--- src/sv/lpr_pkg.sv ---
package lpr_pkg;

  localparam int unsigned PAGE_W       = 16;
  localparam int unsigned NUM_FRAMES_W = 3;
  localparam int unsigned STAMP_W      = 32;
  localparam int unsigned FRAME_IDX_W  = 2;

  localparam logic [NUM_FRAMES_W-1:0] NUM_FRAMES_RST = 3'd4;
  localparam logic [STAMP_W-1:0]      STAMP_MAX      = '1;

  typedef struct packed {
    logic [PAGE_W-1:0] page;
    logic              last_ref;
  } in_req_t;

  typedef struct packed {
    logic                   hit;
    logic [FRAME_IDX_W-1:0] frame_index;
    logic [STAMP_W-1:0]     fault_total;
    logic                   sequence_done;
  } out_req_t;

  typedef struct packed {
    logic match;
    logic empty;
    logic less;
  } cmp_t;

endpackage

--- src/sv/lru_page_replacement.sv ---
// channel   direction  handshake             payload
// in        input      in_valid / in_stall   in_data   (page, last_ref)
// out       output     out_valid / out_stall out_data  (hit, frame_index, fault_total, sequence_done)
// cfg       input      cfg_wr_en             cfg_wr_data (num_frames)
//
// a request is accepted, then each frame in use is checked in turn
// through the shared compare unit, then the update writes the frame table
// synchronous reset clears frame valid bits, stamps, counters; num_frames resets to 4
// the update cycle waits while a previous result is still held on out
// a new request is taken while a finished result waits on out
module lru_page_replacement #(
  parameter int FRAMES    = 4,
  parameter int PAGE_BITS = 16
) (
  input  logic                                 clk,
  input  logic                                 rst,
  input  logic                                 in_valid,
  output logic                                 in_stall,
  input  lpr_pkg::in_req_t                     in_data,
  output logic                                 out_valid,
  input  logic                                 out_stall,
  output lpr_pkg::out_req_t                    out_data,
  input  logic                                 cfg_wr_en,
  input  logic [lpr_pkg::NUM_FRAMES_W-1:0]     cfg_wr_data
);

  localparam int IDX_W = (FRAMES > 1) ? $clog2(FRAMES) : 1;
  localparam int PW    = (PAGE_BITS < 16) ? PAGE_BITS : 16;

  typedef enum logic [2:0] {
    ST_IDLE = 3'b001,
    ST_SCAN = 3'b010,
    ST_UPD  = 3'b100
  } state_t;

  state_t state;

  logic [lpr_pkg::NUM_FRAMES_W-1:0] num_frames;

  logic [PW-1:0]               frame_page  [FRAMES];
  logic [FRAMES-1:0]           frame_valid;
  logic [lpr_pkg::STAMP_W-1:0] frame_stamp [FRAMES];
  logic [lpr_pkg::STAMP_W-1:0] ref_index;
  logic [lpr_pkg::STAMP_W-1:0] fault_count;

  logic [PW-1:0]               key_page;
  logic                        key_last;
  logic [IDX_W-1:0]            idx;
  logic                        found;
  logic [IDX_W-1:0]            match_idx;
  logic                        empty_seen;
  logic [IDX_W-1:0]            empty_idx;
  logic [IDX_W-1:0]            best_idx;
  logic [lpr_pkg::STAMP_W-1:0] best_stamp;

  logic [IDX_W-1:0]            last_idx;
  lpr_pkg::cmp_t               cmp;
  logic                        in_acc;
  logic                        upd_go;
  logic [IDX_W-1:0]            used;
  logic [lpr_pkg::STAMP_W-1:0] fault_next;
  logic [31:0]                 used_wide;

  assign in_stall = (state != ST_IDLE);
  assign in_acc   = in_valid && !in_stall;
  assign upd_go   = (state == ST_UPD) && (!out_valid || !out_stall);

  always_comb begin
    if (num_frames == '0) begin
      last_idx = '0;
    end else if (32'(num_frames) > FRAMES) begin
      last_idx = IDX_W'(FRAMES - 1);
    end else begin
      last_idx = IDX_W'(num_frames - 3'd1);
    end
  end

  lpr_cmp #(
    .PW (PW)
  ) u_cmp (
    .entry_page  (frame_page[idx]),
    .entry_valid (frame_valid[idx]),
    .entry_stamp (frame_stamp[idx]),
    .key_page    (key_page),
    .best_stamp  (best_stamp),
    .first       (idx == '0),
    .res         (cmp)
  );

  always_comb begin
    if (found) begin
      used = match_idx;
    end else if (empty_seen) begin
      used = empty_idx;
    end else begin
      used = best_idx;
    end
    used_wide = 32'(used);
    if (!found && (fault_count != lpr_pkg::STAMP_MAX)) begin
      fault_next = fault_count + 32'd1;
    end else begin
      fault_next = fault_count;
    end
  end

  always_ff @(posedge clk) begin
    if (rst) begin
      num_frames <= lpr_pkg::NUM_FRAMES_RST;
    end else if (cfg_wr_en) begin
      num_frames <= cfg_wr_data;
    end
  end

  always_ff @(posedge clk) begin
    if (rst) begin
      state <= ST_IDLE;
    end else begin
      case (state)
        ST_IDLE: begin
          if (in_acc) begin
            state <= ST_SCAN;
          end
        end
        ST_SCAN: begin
          if (idx == last_idx) begin
            state <= ST_UPD;
          end
        end
        ST_UPD: begin
          if (upd_go) begin
            state <= ST_IDLE;
          end
        end
        default: state <= ST_IDLE;
      endcase
    end
  end

  // key capture and scan bookkeeping
  always_ff @(posedge clk) begin
    if (in_acc) begin
      key_page   <= in_data.page[PW-1:0];
      key_last   <= in_data.last_ref;
      idx        <= '0;
      found      <= 1'b0;
      empty_seen <= 1'b0;
    end else if (state == ST_SCAN) begin
      if (cmp.match && !found) begin
        found     <= 1'b1;
        match_idx <= idx;
      end
      if (cmp.empty && !empty_seen) begin
        empty_seen <= 1'b1;
        empty_idx  <= idx;
      end
      if (cmp.less) begin
        best_idx   <= idx;
        best_stamp <= frame_stamp[idx];
      end
      if (idx != last_idx) begin
        idx <= idx + 1'b1;
      end
    end
  end

  always_ff @(posedge clk) begin
    if (upd_go && !found) begin
      frame_page[used] <= key_page;
    end
  end

  always_ff @(posedge clk) begin
    if (rst) begin
      frame_valid <= '0;
      ref_index   <= '0;
      fault_count <= '0;
      for (int i = 0; i < FRAMES; i++) begin
        frame_stamp[i] <= '0;
      end
    end else if (upd_go) begin
      if (key_last) begin
        frame_valid <= '0;
        ref_index   <= '0;
        fault_count <= '0;
        for (int i = 0; i < FRAMES; i++) begin
          frame_stamp[i] <= '0;
        end
      end else begin
        frame_valid[used] <= 1'b1;
        frame_stamp[used] <= ref_index;
        fault_count       <= fault_next;
        if (ref_index != lpr_pkg::STAMP_MAX) begin
          ref_index <= ref_index + 32'd1;
        end
      end
    end
  end

  always_ff @(posedge clk) begin
    if (rst) begin
      out_valid <= 1'b0;
    end else if (upd_go) begin
      out_valid <= 1'b1;
    end else if (!out_stall) begin
      out_valid <= 1'b0;
    end
  end

  always_ff @(posedge clk) begin
    if (upd_go) begin
      out_data.hit           <= found;
      out_data.frame_index   <= used_wide[lpr_pkg::FRAME_IDX_W-1:0];
      out_data.fault_total   <= fault_next;
      out_data.sequence_done <= key_last;
    end
  end

`ifndef NO_ASSERTIONS
  a_out_from_upd: assert property (@(posedge clk) disable iff (rst)
    $rose(out_valid) |-> $past(state == ST_UPD))
    else $error("result raised outside update");

  a_scan_bound: assert property (@(posedge clk) disable iff (rst)
    (state == ST_SCAN) |-> (idx <= last_idx))
    else $error("scan index past frames in use");

  a_seq_clear: assert property (@(posedge clk) disable iff (rst)
    (upd_go && key_last) |=> (ref_index == '0 && fault_count == '0 && frame_valid == '0))
    else $error("sequence state not cleared");

  a_fault_le_ref: assert property (@(posedge clk) disable iff (rst)
    fault_count <= ref_index)
    else $error("fault count exceeds reference count");

  a_hold_result: assert property (@(posedge clk) disable iff (rst)
    (out_valid && out_stall) |=> !$past(upd_go))
    else $error("result overwritten while held");
`endif

endmodule

--- src/sv/lpr_cmp.sv ---
module lpr_cmp #(
  parameter int PW = 16
) (
  input  logic [PW-1:0]                   entry_page,
  input  logic                            entry_valid,
  input  logic [lpr_pkg::STAMP_W-1:0]     entry_stamp,
  input  logic [PW-1:0]                   key_page,
  input  logic [lpr_pkg::STAMP_W-1:0]     best_stamp,
  input  logic                            first,
  output lpr_pkg::cmp_t                   res
);

  assign res.match = entry_valid && (entry_page == key_page);
  assign res.empty = !entry_valid;
  assign res.less  = first || (entry_stamp < best_stamp);

endmodule

--- config.mk ---
export PLATFORM = sky130hd
export DESIGN_NAME = lru_page_replacement
export DESIGN_NICKNAME = d
export VERILOG_FILES = /design/src/sv/lpr_pkg.sv /design/src/sv/lru_page_replacement.sv /design/src/sv/lpr_cmp.sv
export SDC_FILE = /design/constraint.sdc
export NUM_CORES = 1
export LEC_CHECK = 0
export ABC_AREA = 1
export BUFFER_PORTS_ARGS = -buffer_cell sky130_fd_sc_hd__buf_2
export CAP_MARGIN = 30
export CORE_MARGIN = 3
export CORE_UTILIZATION = 49
export DETAILED_ROUTE_END_ITERATION = 7
export PLACE_DENSITY_LB_ADDON = 0.05
export SETUP_SLACK_MARGIN = 0.4
export SYNTH_ARGS = -nofsm -noshare
export SYNTH_HDL_FRONTEND = slang
export SYNTH_SLANG_ARGS = --single-unit
--- constraint.sdc ---
create_clock -name clk -period 4.46 [get_ports clk]
set_input_delay 0.892 -clock clk [delete_from_list [all_inputs] [get_ports clk]]
set_output_delay 0.892 -clock clk [all_outputs]
set_load 0.05 [all_outputs]
# ---- After elaboration in Yosys (flattened, before gate mapping)
# Memory sizes are Yosys's and may differ from the RTL's. A register that Yosys moved wholly into a read port is not among the register bits.
# Index checks and enable logic that the tools add are counted.
# W data, S select, Z words.
dict set report op_classes {
  add_sub_neg 4
  order_cmp 5
  n_eq_ne 13
  n_mux 42
  n_bitwise 6
  reduce_logical 28
}
# operator count
set ops {}
lappend ops {{$mux W32} 9}
lappend ops {{$add A32 B1 Y32 const B} 2}
lappend ops {{$ne A32 B32 Y1 const B} 2}
lappend ops {{$lt A32 B32 Y1} 1}
lappend ops {{$reduce_or A32 Y1} 1}
lappend ops {{$mux W2} 9}
lappend ops {{$mux W1} 17}
lappend ops {{$eq A16 B16 Y1} 1}
lappend ops {{$reduce_and A3 Y1} 4}
lappend ops {{$mux W3} 3}
lappend ops {{$pmux W3 S3} 1}
lappend ops {{$logic_and A1 B1 Y1} 8}
lappend ops {{$reduce_and A2 Y1} 4}
lappend ops {{$logic_not A1 Y1} 6}
lappend ops {{$lt A2 B3 Y1 const B} 2}
lappend ops {{$ne A2 B2 Y1 const B} 3}
lappend ops {{$mux W4} 1}
lappend ops {{$or A1 B1 Y1} 4}
lappend ops {{$or A4 B4 Y4} 1}
lappend ops {{$eq A3 B1 Y1 const B} 1}
lappend ops {{$eq A3 B2 Y1 const B} 1}
lappend ops {{$eq A3 B3 Y1 const B} 1}
lappend ops {{$gt A3 B3 Y1 const B} 1}
lappend ops {{$logic_not A3 Y1} 1}
lappend ops {{other kinds (13)} 14}
dict set report word_totals {
  ff_bits 170
  ram_bits 192
  input_bits 25
  out_inout_bits 38
  word_cells 119
  mem_count 2
}
# memory depth width rd rd_clocked_by_memory_dff wr line
set memory_table {}
lappend memory_table {frame_stamp 4 32 1 1 4 lru_page_replacement.sv:42} ;# logic [lpr_pkg::STAMP_W-1:0] frame_stamp [FRAMES];
lappend memory_table {frame_page 4 16 1 1 1 lru_page_replacement.sv:40} ;# logic [PW-1:0] frame_page [FRAMES];

# ---- Logic depth before layout (Yosys ltp)
# Gate-level depths: netlist (run 1).
dict set report depth {
  ltp_word 8
  ltp_mapped 18
  ltp_nobuf 16
}

# ---- Modules after synthesis
# From an unflattened synthesis (run 1), not the netlist that was laid out.
dict set report unflattened {
  hier_cells 1761
  hier_area_um2 16672.2
}
# mod n_inst cells_per_inst area_per_inst_um2 seq_area_each_um2
set modules_own_cells {}
lappend modules_own_cells {lru_page_replacement 1 1588 15640.0 10119.7}
lappend modules_own_cells {lpr_cmp 1 173 1032.2 0.0}

# ---- Worst setup path after synthesis (run 1)
# Ideal clock, no wire load.
dict set report synth_timing {
  path_type {reg-to-reg}
  from {register (tool-made name)}
  to {register best_idx[0], enable pin}
  setup_ps 437
  arrival_time_ps 3796
  required_time_ps 4023
  slack_ps 227
  stages_incl_launch_ff 17
  n_path_buf 4
  period_less_slack_ps 4233
  path_cell_list {dfxtp_1 -> buf_2 -> buf_2 -> buf_2 -> buf_1 -> nor2_1 -> o22ai_1 -> ha_1 -> a21oi_1 -> nor2_1 -> a211oi_1 -> nand2_1 -> nand2_1 -> nand2_1 -> nand2_1 -> nand2_1 -> a21oi_1}
}
# item line
set synth_rtl {}
lappend synth_rtl {{to (signal assigned)} lru_page_replacement.sv:157} ;# best_idx <= idx;
lappend synth_rtl {{to (decl)} lru_page_replacement.sv:53} ;# logic [IDX_W-1:0] best_idx;

==> flow_summary.ini, run 1 <==
[run_status]
outcome = completed

[sta]
final.period_utilization_pct = 81.6
fin_ws_ps = 820
finalSetupTns_ps = 0
worstMarginPinSlew_ps = 966
slew_headroom_pct = 35.6
slew_viol_final = 0
final-hold-violation-count = 0
clock.fmax_mhz = 275
fin_worst_skew_ps = 13.5
whs_ps = 456
finalSetupViolCount = 0
rsz0062_at_grt = no
min_period_ps = 3640

[global_routing]
grtUsageTotal_pct = 21.3
overflow = 0
grt_antenna_before_repair = 0
grt_start_max_net_pins = 97
grt_pass1_wl_um = 60400
grt_pass1_vias = 10943

[placed_design]
globalplace.congestion = 0.853
dpl_cell_area_um2 = 17100
port_buffers = 62
dp_cells = 2090
dp_hpwl_um = 24200
pre_cts_slack_ps = 761

[yosys]
avgSynthCellArea_um2 = 10.0
syn_inst = 1623
synth_warnings = 0
synth_enable_flop_cells = 283
seq_area_frac_synth_pct = 62.1
synthesis.area_um2 = 16300
synth_flop_cell = edfxtp_1
synth_top_cell_area_share_pct = 52.2
synth.most_common_cell = edfxtp_1
yosysUniqueCellTypes = 49
synth_top_cells_by_count = 283 x edfxtp_1, 281 x nand2_1, 274 x nor2_1
synth_nets = 1683
yosys.area.top_type = edfxtp_1
synth_area_leaders = edfxtp_1 52%, dfxtp_1 10%, nand2_1 6.5%
async_flop_share_pct = 0
synth-seq-cells = 364

[floorplanning]
start_util_pct = 49.9
die_h_um = 188
row_count = 66
fp.dieW_um = 188
die-area_um2 = 35500
pin_count = 63
coreArea_um2 = 32600

[drt]
antenna_left = 0
avgViaCountPerCell = 5.29
met1_length_um = 18700
num_vias = 11444
wl_met3_um = 1990
wl_per_cell_um = 17.4
highest_layer = met4
drc = 0
drtIter0Drc = 878
wl_um = 37700
drt_pass1_iterations = 5
route.met2.wl_um = 16300

[clocking]
cts_tree = yes
cts_hold_buffers = 0
cts_buffers = 40
clkSlewWorstSetupHoldPaths_ps = 60
root_buffer = clkbuf_16
cts_setup_buffers = 0
ctsHtreeMaxLevel = 2
clk_path_buf_depth = 3
cts.sinks = 364
clock_latency_ps = 530
cts_resized = 0

[cells_and_area]
antenna_cells = 0
utilization_pct = 56.3
final_nets = 1750
drive_above_1_share_pct = 12.0
stdcell_count = 2163
fill_cells = 2854
design_area_um2 = 18400
syn_to_final_growth_pct = 12.8

[worst_setup_path]
end_kind = register
critPathArrivalTime_ps = 3820
critPathMaxFanout = 96
crit_type = register to register
crit_required_ps = 4640
cp-start-kind = register

[min_path]
hold_path.class = register to register

[power_and_ir_drop]
p_leak_nw = 6.93
finalPower_mw = 7.70
power_density_nw_per_um2 = 419
ir_drop_mv = 0.316

[job]
cap_violations = 0
[worst max-delay path: stages (launching register included)]
cell and delay (ps):
dfxtp_2 330, buf_4 750, o21ai_0 220, o22ai_1 430
ha_1 340, nand4_1 130, inv_1 50, a21oi_1 160
nand2_1 90, nand2_1 60, nand2_1 90, a21oi_4 180
buf_4 410
[cells in the final DEF (no fill, tap or decap), types with 3 or more instances in the layout]
master	instances
nor3_4	3
o21ai_1	3
ha_1	35
xor2_2	5
o22ai_1	33
o211ai_1	6
xnor2_1	11
or2_2	8
nor2_4	7
clkbuf_8	5
nor4_1	4
clkinv_2	11
clkbuf_16	41
o21ai_0	108
o21a_1	7
buf_2	62
nand4_1	24
nor3_1	22
clkbuf_1	7
a21oi_1	94
inv_6	3
inv_1	146
clkinv_1	3
dfxtp_1	80
edfxtp_1	283
nand2_2	7
nor3_2	3
nor2_2	8
inv_2	5
xor2_1	22
nand3_1	54
buf_4	25
nand2_1	281
nand3b_1	4
nor2_1	272
[report_power, final]
group	switching (mW)	internal, mW	total, mW	leakage, nW
clock network	1.32	1.89	3.21	0.639
registers	0.0473	3.75	3.80	3.42
logic	0.475	0.212	0.687	2.86
total	1.85	5.86	7.70	6.93
[worst paths after layout]
kind | depth (start not counted) | startpoint | slack, ps | to
setup / recovery | 12 | register | 820 | best_stamp[6]
hold / removal | 2 | frame_valid[2] | 460 | frame_valid[2]
setup reg to reg | 12 | register | 820 | best_stamp[6]
hold reg to reg | 2 | frame_valid[2] | 460 | frame_valid[2]
[layout make-up]
class | instances | area [µm²] | share of cell area [%]
multi-input cells | 1045 | 5330 | 29.0
clock inverters | 20 | 160 | 0.872
well taps | 442 | 553 | 3.01
clock buffers | 53 | 1120 | 6.10
repair buffers | 88 | 518 | 2.82
inverters | 151 | 567 | 3.09
flip-flops and latches | 364 | 10100 | 55.1
[sequential cells by signal, summed over array words and instances, names as in the netlist, 3 cells and up, named ones only]
signal and flops:
state 3, frame_valid 4, frame_page 64, out_data 36
ref_index 32, frame_stamp 128, key_page 16, fault_count 32
num_frames 3, best_stamp 32
[layer usage]
layer | up-vias | global-route usage, %
li1 | 5647 | -
met1 | 5473 | 33.1
met2 | 277 | 32.0
met3 | 47 | 2.79
met4 | 0 | 5.01
met5 | - | 0
[logic make-up (layout without fill, tap and decap cells)]
kind of cell,after synthesis,count (layout),share of synthesized area (%)
simple gates,708,708,18.8
flops,364,364,62.1
compound gates,264,264,8.84
buf+inv,214,312,5.23
xor+xnor,38,38,2.27
fa+ha+maj,35,35,2.69
Power figures use the tool's default switching activity.
==> inputs of run 2 (changes only) <==
==> constraint.sdc (replaced) <==
create_clock -name clk -period 3.7 [get_ports clk]
set_input_delay 0.74 -clock clk [delete_from_list [all_inputs] [get_ports clk]]
set_output_delay 0.74 -clock clk [all_outputs]
set_load 0.05 [all_outputs]
==> flow_summary.ini, run 2 (same netlist as run 1, synthesis figures left out) <==
[placed_design]
globalplace.congestion = 0.840
pre_cts_slack_ps = 500
port_buffers = 62
dp_hpwl_um = 24200

[drt]
drt_pass1_iterations = 5
antenna_left = 0
wl_um = 37000
num_vias = 11303
avgViaCountPerCell = 5.22
drc = 0
wl_per_cell_um = 17.1
drtIter0Drc = 807

[cells_and_area]
top_register = frame_stamp
largest_reg_flops = 128
final_nets = 1754
top_regs = frame_stamp (128), frame_page (64), out_data (36)
antenna_cells = 0
drive_above_1_share_pct = 11.5
syn_to_final_growth_pct = 12.6
utilization_pct = 56.2
final_cell_mix = 283 x edfxtp_1, 281 x nand2_1, 272 x nor2_1
fill_cells = 2855
layout_commonest_cell = edfxtp_1

[clocking]
cts_tree = yes
cts.sinks = 364
clk_path_buf_depth = 3
cts_setup_buffers = 0
ctsHtreeMaxLevel = 2
cts_buffers = 40
clock_latency_ps = 520
root_buffer = clkbuf_16
clkSlewWorstSetupHoldPaths_ps = 60

[power_and_ir_drop]
ir_drop_mv = 0.295
finalPower_mw = 9.00
p_leak_nw = 6.89
power_density_nw_per_um2 = 491

[floorplanning]
row_count = 66
start_util_pct = 49.9
die_h_um = 188
pin_count = 63
coreArea_um2 = 32600
fp.dieW_um = 188
die-area_um2 = 35500

[sta]
finalSetupViolCount = 0
clock.fmax_mhz = 330
slew_viol_final = 0
min_period_ps = 3030
fin_ws_ps = 668
final.period_utilization_pct = 82.0
fin_worst_skew_ps = 13.3
rsz0062_at_grt = no
finalSetupTns_ps = 0
slew_headroom_pct = 58.1
worstMarginPinSlew_ps = 621
whs_ps = 397
final-hold-violation-count = 0

[global_routing]
grt_pass1_vias = 10998
grt_pass1_wl_um = 60200
overflow = 0
grt_start_max_net_pins = 61
grt_antenna_before_repair = 2
grtUsageTotal_pct = 21.2

[worst_setup_path]
reg2reg_to = best_stamp[5]
critPathArrivalTime_ps = 3250
cp-start-kind = register
crit_required_ps = 3910
worstRegToRegCells = 15
crit_type = register to register
critPathMaxFanout = 32
rrSetupSlack_ps = 670
worstSetupEndpoint = best_stamp[5]
end_kind = register

[run_status]
outcome = completed

[min_path]
hold_path.class = input port to register

[job]
cap_violations = 0
## run 2: critical path: stages, from the launching register on
cell	delay, ps
dfxtp_1	400
clkinvlp_4	320
buf_4	300
o21ai_0	90
o22ai_1	130
ha_1	310
a21oi_1	140
o21ai_0	90
nand3_1	70
nand2_1	50
nand2_1	50
a21oi_1	50
nor2_1	90
nand2_1	120
a21oi_4	240
buf_12	240
## run 2: worst min path at each step
stage	from	to	slack, ps	cells after the start
2_1_floorplan	ref_index[31]	ref_index[31]	420	1
5_1_grt	in_data[13]	key_page[12]	380	1
4_1_cts	in_data[13]	key_page[12]	380	1
3_3_place_gp	ref_index[31]	ref_index[31]	440	1
6_report	in_data[13]	key_page[12]	400	1
3_5_place_dp	ref_index[31]	ref_index[31]	450	1
## run 2: area by class of cell
class / instances / area (µm²) / area share (%)
multi-input combinational: 1045 / 5340 / 29.1
clock buffer: 60 / 1130 / 6.15
tap: 442 / 553 / 3.02
sequential: 364 / 10100 / 55.2
clock inverter: 11 / 47.5 / 0.259
inverter: 151 / 573 / 3.13
timing repair buffer: 92 / 572 / 3.12
## run 2: where the power goes
| group | switching (mW) | internal, mW |
|---|---|---|
| clock | 1.50 | 2.09 |
| combinational | 0.558 | 0.265 |
| sequential | 0.0585 | 4.53 |
## run 2: routing by layer
layer  vias up  track usage (%)  part of all wire, %
met1      5313             31.8                   48
met5         -                0                0.059
li1       5651                -                    -
met3        49             3.67                  5.9
met4         4             5.16                  1.7
met2       286             32.4                   44
## run 2: what timing repair did
action                     4_1_cts  5_1_grt
setup endpoints to repair        0       32
gates resized for setup          0        8
hold buffers                     0        0
## run 2: through the flow
| stage | instance area (µm²) | instances |
|---|---|---|
| after floorplan | 16300 | 1623 |
| after global placement | 17100 | 2094 |
| after detailed placement | 17100 | 2094 |
| after CTS | 18300 | 2165 |
| after global routing | 18300 | 2165 |
| final | 18300 | 2165 |
